## config.mk

```make
export PLATFORM = sky130hd
export DESIGN_NAME = ogfq_ctrl
export DESIGN_NICKNAME = d
export VERILOG_FILES = /design/src/ogfq_pkg.sv /design/src/ogfq_ctrl.sv
export SDC_FILE = /design/constraint.sdc
export NUM_CORES = 1
export LEC_CHECK = 0
export BUFFER_PORTS_ARGS = -buffer_cell sky130_fd_sc_hd__buf_2
export CAP_MARGIN = 5
export CELL_PAD_IN_SITES_DETAIL_PLACEMENT = 1
export CELL_PAD_IN_SITES_GLOBAL_PLACEMENT = 1
export CORE_MARGIN = 5
export CORE_UTILIZATION = 34
export DETAILED_ROUTE_END_ITERATION = 8
export GPL_ROUTABILITY_DRIVEN = 0
export PLACE_DENSITY = 0.77
export SYNTH_ARGS = -nofsm -noshare
export SYNTH_HDL_FRONTEND = slang
export SYNTH_SLANG_ARGS = --single-unit
```

## constraint.sdc

```tcl
create_clock -name clk -period 1.45 [get_ports clk]
set_clock_uncertainty 0.05 [all_clocks]
set_input_delay 0.0725 -clock clk [delete_from_list [all_inputs] [get_ports clk]]
set_output_delay 0.0725 -clock clk [all_outputs]
set_load 0.02 [all_outputs]
```

## src/ogfq_pkg.sv

```systemverilog
// ----------------------------------------------------------------------------
// ogfq_pkg
// Shared widths, datapath operation codes and controller/datapath structs.
// ----------------------------------------------------------------------------
package ogfq_pkg;

    localparam int POS_W = 12;
    localparam int GAP_W = 12;

    typedef logic [3:0] op_t;

    localparam op_t OP_NOP      = 4'd0;
    localparam op_t OP_CLR      = 4'd1;
    localparam op_t OP_LOAD     = 4'd2;
    localparam op_t OP_LEAF_RD  = 4'd3;
    localparam op_t OP_LEAF_CHK = 4'd4;
    localparam op_t OP_UP       = 4'd5;
    localparam op_t OP_UP_CHK   = 4'd6;
    localparam op_t OP_DN       = 4'd7;
    localparam op_t OP_DN_CHK   = 4'd8;
    localparam op_t OP_EMIT     = 4'd9;
    localparam op_t OP_SUP      = 4'd10;
    localparam op_t OP_SUP_CHK  = 4'd11;
    localparam op_t OP_SDN      = 4'd12;
    localparam op_t OP_SDN_CHK  = 4'd13;
    localparam op_t OP_UPD_WR   = 4'd14;
    localparam op_t OP_UPD_CHK  = 4'd15;

    typedef struct packed {
        op_t  op;
        logic upd_rd;
    } cmd_t;

    typedef struct packed {
        logic clr_last;
        logic in_skip;
        logic is_query;
        logic root;
        logic n_odd;
        logic d_leaf;
        logic rd_nz;
        logic want_second;
    } status_t;

endpackage

```

## src/ogfq_ctrl.sv

```systemverilog
// ----------------------------------------------------------------------------
// ogfq_ctrl
// Sequencer for tree walks: clear, predecessor, successor, update, answer.
// ----------------------------------------------------------------------------
module ogfq_ctrl
    import ogfq_pkg::*;
(
    input  logic    clk,
    input  logic    rst_n,
    input  logic    start,
    input  status_t st,
    output cmd_t    cmd,
    output logic    busy
);

    localparam logic [3:0] S_CLEAR    = 4'd0;
    localparam logic [3:0] S_IDLE     = 4'd1;
    localparam logic [3:0] S_LEAF     = 4'd2;
    localparam logic [3:0] S_LEAF_CHK = 4'd3;
    localparam logic [3:0] S_UP       = 4'd4;
    localparam logic [3:0] S_UP_CHK   = 4'd5;
    localparam logic [3:0] S_DN       = 4'd6;
    localparam logic [3:0] S_DN_CHK   = 4'd7;
    localparam logic [3:0] S_EMIT     = 4'd8;
    localparam logic [3:0] S_SUP      = 4'd9;
    localparam logic [3:0] S_SUP_CHK  = 4'd10;
    localparam logic [3:0] S_SDN      = 4'd11;
    localparam logic [3:0] S_SDN_CHK  = 4'd12;
    localparam logic [3:0] S_UPD      = 4'd13;
    localparam logic [3:0] S_UPD_RD   = 4'd14;
    localparam logic [3:0] S_UPD_CHK  = 4'd15;

    logic [3:0] state_reg;
    logic [3:0] state_next;

    assign busy = (state_reg != S_IDLE);

    always_comb
    begin
        state_next = state_reg;
        cmd.op     = OP_NOP;
        cmd.upd_rd = 1'b0;
        case (state_reg)
            S_CLEAR:
            begin
                cmd.op = OP_CLR;
                if (st.clr_last)
                begin
                    state_next = S_IDLE;
                end
            end
            S_IDLE:
            begin
                if (start)
                begin
                    cmd.op = OP_LOAD;
                    if (!st.in_skip)
                    begin
                        state_next = S_LEAF;
                    end
                end
            end
            S_LEAF:
            begin
                cmd.op     = OP_LEAF_RD;
                state_next = S_LEAF_CHK;
            end
            S_LEAF_CHK:
            begin
                cmd.op = OP_LEAF_CHK;
                // placing onto an existing obstacle does nothing
                state_next = (!st.is_query && st.rd_nz) ? S_IDLE : S_UP;
            end
            S_UP:
            begin
                cmd.op = OP_UP;
                if (st.root)
                begin
                    state_next = S_DN;
                end
                else if (st.n_odd)
                begin
                    state_next = S_UP_CHK;
                end
            end
            S_UP_CHK:
            begin
                cmd.op     = OP_UP_CHK;
                state_next = S_UP;
            end
            S_DN:
            begin
                cmd.op = OP_DN;
                if (st.d_leaf)
                begin
                    state_next = st.is_query ? S_EMIT : S_SUP;
                end
                else
                begin
                    state_next = S_DN_CHK;
                end
            end
            S_DN_CHK:
            begin
                cmd.op     = OP_DN_CHK;
                state_next = S_DN;
            end
            S_EMIT:
            begin
                cmd.op     = OP_EMIT;
                state_next = S_IDLE;
            end
            S_SUP:
            begin
                cmd.op = OP_SUP;
                if (st.root)
                begin
                    state_next = S_UPD;
                end
                else if (!st.n_odd)
                begin
                    state_next = S_SUP_CHK;
                end
            end
            S_SUP_CHK:
            begin
                cmd.op     = OP_SUP_CHK;
                state_next = st.rd_nz ? S_SDN : S_SUP;
            end
            S_SDN:
            begin
                cmd.op     = OP_SDN;
                state_next = st.d_leaf ? S_UPD : S_SDN_CHK;
            end
            S_SDN_CHK:
            begin
                cmd.op     = OP_SDN_CHK;
                state_next = S_SDN;
            end
            S_UPD:
            begin
                cmd.op = OP_UPD_WR;
                if (st.root)
                begin
                    state_next = st.want_second ? S_UPD : S_IDLE;
                end
                else
                begin
                    state_next = S_UPD_RD;
                end
            end
            S_UPD_RD:
            begin
                cmd.upd_rd = 1'b1;
                state_next = S_UPD_CHK;
            end
            S_UPD_CHK:
            begin
                cmd.op     = OP_UPD_CHK;
                state_next = S_UPD;
            end
            default:
            begin
                state_next = S_IDLE;
            end
        endcase
    end

    always_ff @(posedge clk or negedge rst_n)
    begin
        if (!rst_n)
        begin
            state_reg <= S_CLEAR;
        end
        else
        begin
            state_reg <= state_next;
        end
    end

endmodule

```

==> out/summary.txt <==
RSZ-0062 raised after global routing - yes
Vias per cell - 5.700
Cell Pwr Density - 2386 mW/mm2
Met1 Resource Use GR - 19.79%
Vias in the first global route - 705
CTS tree - done
GRT Total Usage - 17.35%
Reg2reg path depth - 5
Hold Fails Final Rpt - 0
Drt initial violations - 10
Non-Filler Instances - 120
Layout area overhead - 47.09%
Reg2Reg Launch Point - state_reg[2]
Critical Path Sink - state_reg[0]
Tightest Hold Check Type - input port to async pin
Layout Utilization - 53.86%
Die area - 0.002551 mm2
Grt met2 use - 28.93%
Post-synth EDFFs - 0
Clk_lat worst skew - 250 ps
Fin crit period - 1514 ps
Yosys warnings - 0
Num Clock Sinks - 4
Max reg flops - 4
Rows - 14
Post-route clock period utilization - 104.4%
Synthesized net count - 87
Number of fill cells - 198
Mapped cell area - 558.0 um2
Ys async rst share - 100.0%
Worst EP required - 1520 ps
Fin. max-slew vios - 0
Drc violations - 0
Largest net degree at the start of global routing - 15
Critical path class - flop to flop
Die Ht - 50.51 um
CTS Buf Count - 3
Core area - 0.001524 mm2
Cell area after placement - 671.9 um2
Worst R2R End - state_reg[0]
GR Util met3 - 2.367%
Fmax - 660.3 MHz
Worst-Margin Slew - 280.3 ps
Worst path arrival time - 1580 ps
Failing checks - setup timing
Post-route cell area - 820.8 um2
Overflow after GRT - 0
Max Cap Viol - 0
Setup-failing EPs final - 1
FF+latch count, synth - 4
Post-DP HPWL - 1280 um
Ys flop type - dfrtp_1
Overall routed net length - 2054 um
Clock Pin Slew Worst Setup and Hold Paths - 40 ps
Share of cells above drive strength 1 - 43.27%
1st-pass router iterations - 5
IO Count - 17
Slew margin rel. - 81.31%
Wire per inst - 17.12 um
CP Capture Type - flop
Root Buffer - clkbuf_4
Startpoint Class - flop
Cells after Synth - 76
Post-Syn Area per Cell - 7.343 um2
Most frequent cells in the layout - buf_2, buf_4, nand2_1
R2r setup slk - -60 ps
Nets - 117
Netlist cell types - 34
Final Worst Setup Slack - -64.45 ps
Initial antenna violation count - 0
Deepest clock path buffer count - 2
Die width - 50.51 um
Leakage - 0.4016 nW
N_diodes - 0
Port bufs - 16
Initial core utilization - 36.62%
Sequential share of the synthesized area - 17.94%
DR vias - 684
First-pass GRT wire length - 3339 um
Crit. Startpoint - state_reg[2]
Setup TNS Final - -64.45 ps
Placed Cells - 110
Gr busiest metal - met2
Commonest non-fill, non-tap cell in the layout - buf_2
Outcome - finished with violations
DRT antenna net count - 0
VDD IR max - 0.001020 V
Critical path peak fanout - 6
CTS HTree Levels - 1
logic make-up (layout without fill, tap and decap cells):
kind of cell	after synthesis	count (layout)	share of synthesized area, %
flops	4	4	17.94
compound gates	24	24	29.82
simple gates	34	34	32.96
mux	2	2	3.812
xor+xnor	2	2	3.140
buf+inv	10	38	12.33
layer usage:
metal	wire, um	up-vias
li1	-	327
met1	847	331
met2	1050	22
met3	95	4
met4	61	0
met5	0	-
stage by stage:
stage               hold slack, ps  total power, mW  setup WS [ps]
CTS                          127.7            1.790         -15.43
global route                 122.5            2.111         -102.9
finish                       124.0            1.958         -64.45
global placement            -172.0            1.413          31.68
floorplan                   -273.1            1.151          76.67
detailed placement          -169.5            1.443       -0.07527
critical path, stage by stage, from the launching register on:
cell and delay [ps]:
dfrtp_2 450, buf_12 150, nor2b_4 130, a21o_1 160, a222oi_1 320, mux2i_1 130
cell type report:
class / instances / area (um2) / share of cell area, %
Multi-Input combinational cell: 62 / 414.1 / 50.46
Timing Repair Buffer: 33 / 252.7 / 30.79
Sequential cell: 4 / 103.9 / 12.65
Clock buffer: 3 / 22.52 / 2.744
Tap cell: 16 / 20.02 / 2.439
Inverter: 2 / 7.507 / 0.9146
worst min-delay path by stage:
| stage | endpoint | slack [ps] |
|---|---|---|
| after floorplan | state_reg[0] | -270 |
| after global placement | state_reg[3] | -170 |
| after detailed placement | state_reg[3] | -170 |
| after CTS | state_reg[0] | 130 |
| after global routing | state_reg[0] | 120 |
| final | state_reg[0] | 120 |
where the power goes:
part | leakage, nW | internal, mW | switching, mW | total (mW)
registers | 0.0463 | 0.171 | 0.0660 | 0.237
clock network | 0.0138 | 0.0937 | 0.0624 | 0.156
logic | 0.341 | 0.764 | 0.801 | 1.56
cells in the mapped netlist (2+ instances only):
cell type   n  area, um2
nor2_1      7      26.28
a21o_1      2      15.01
dfrtp_1     4      100.1
buf_2       4      20.02
nand3_1     3      15.01
nor2b_4     2      27.53
nand2b_1    4      25.02
a21oi_1     3      15.01
nor2b_1     2      12.51
inv_1       2      7.510
buf_6       3      33.78
nand2_1    11      41.29
nor3b_1     2      15.01
a31oi_1     2      12.51
o21ai_0     6      30.03
timing repair:
item,4_1_cts,5_1_grt
setup endpoints to repair,6,6
gates resized for setup,8,11
buffers inserted,6,0
hold buffers,1,0
hold endpoints to repair,4,0
pin swaps,0,5
Power figures use the tool's default switching activity.
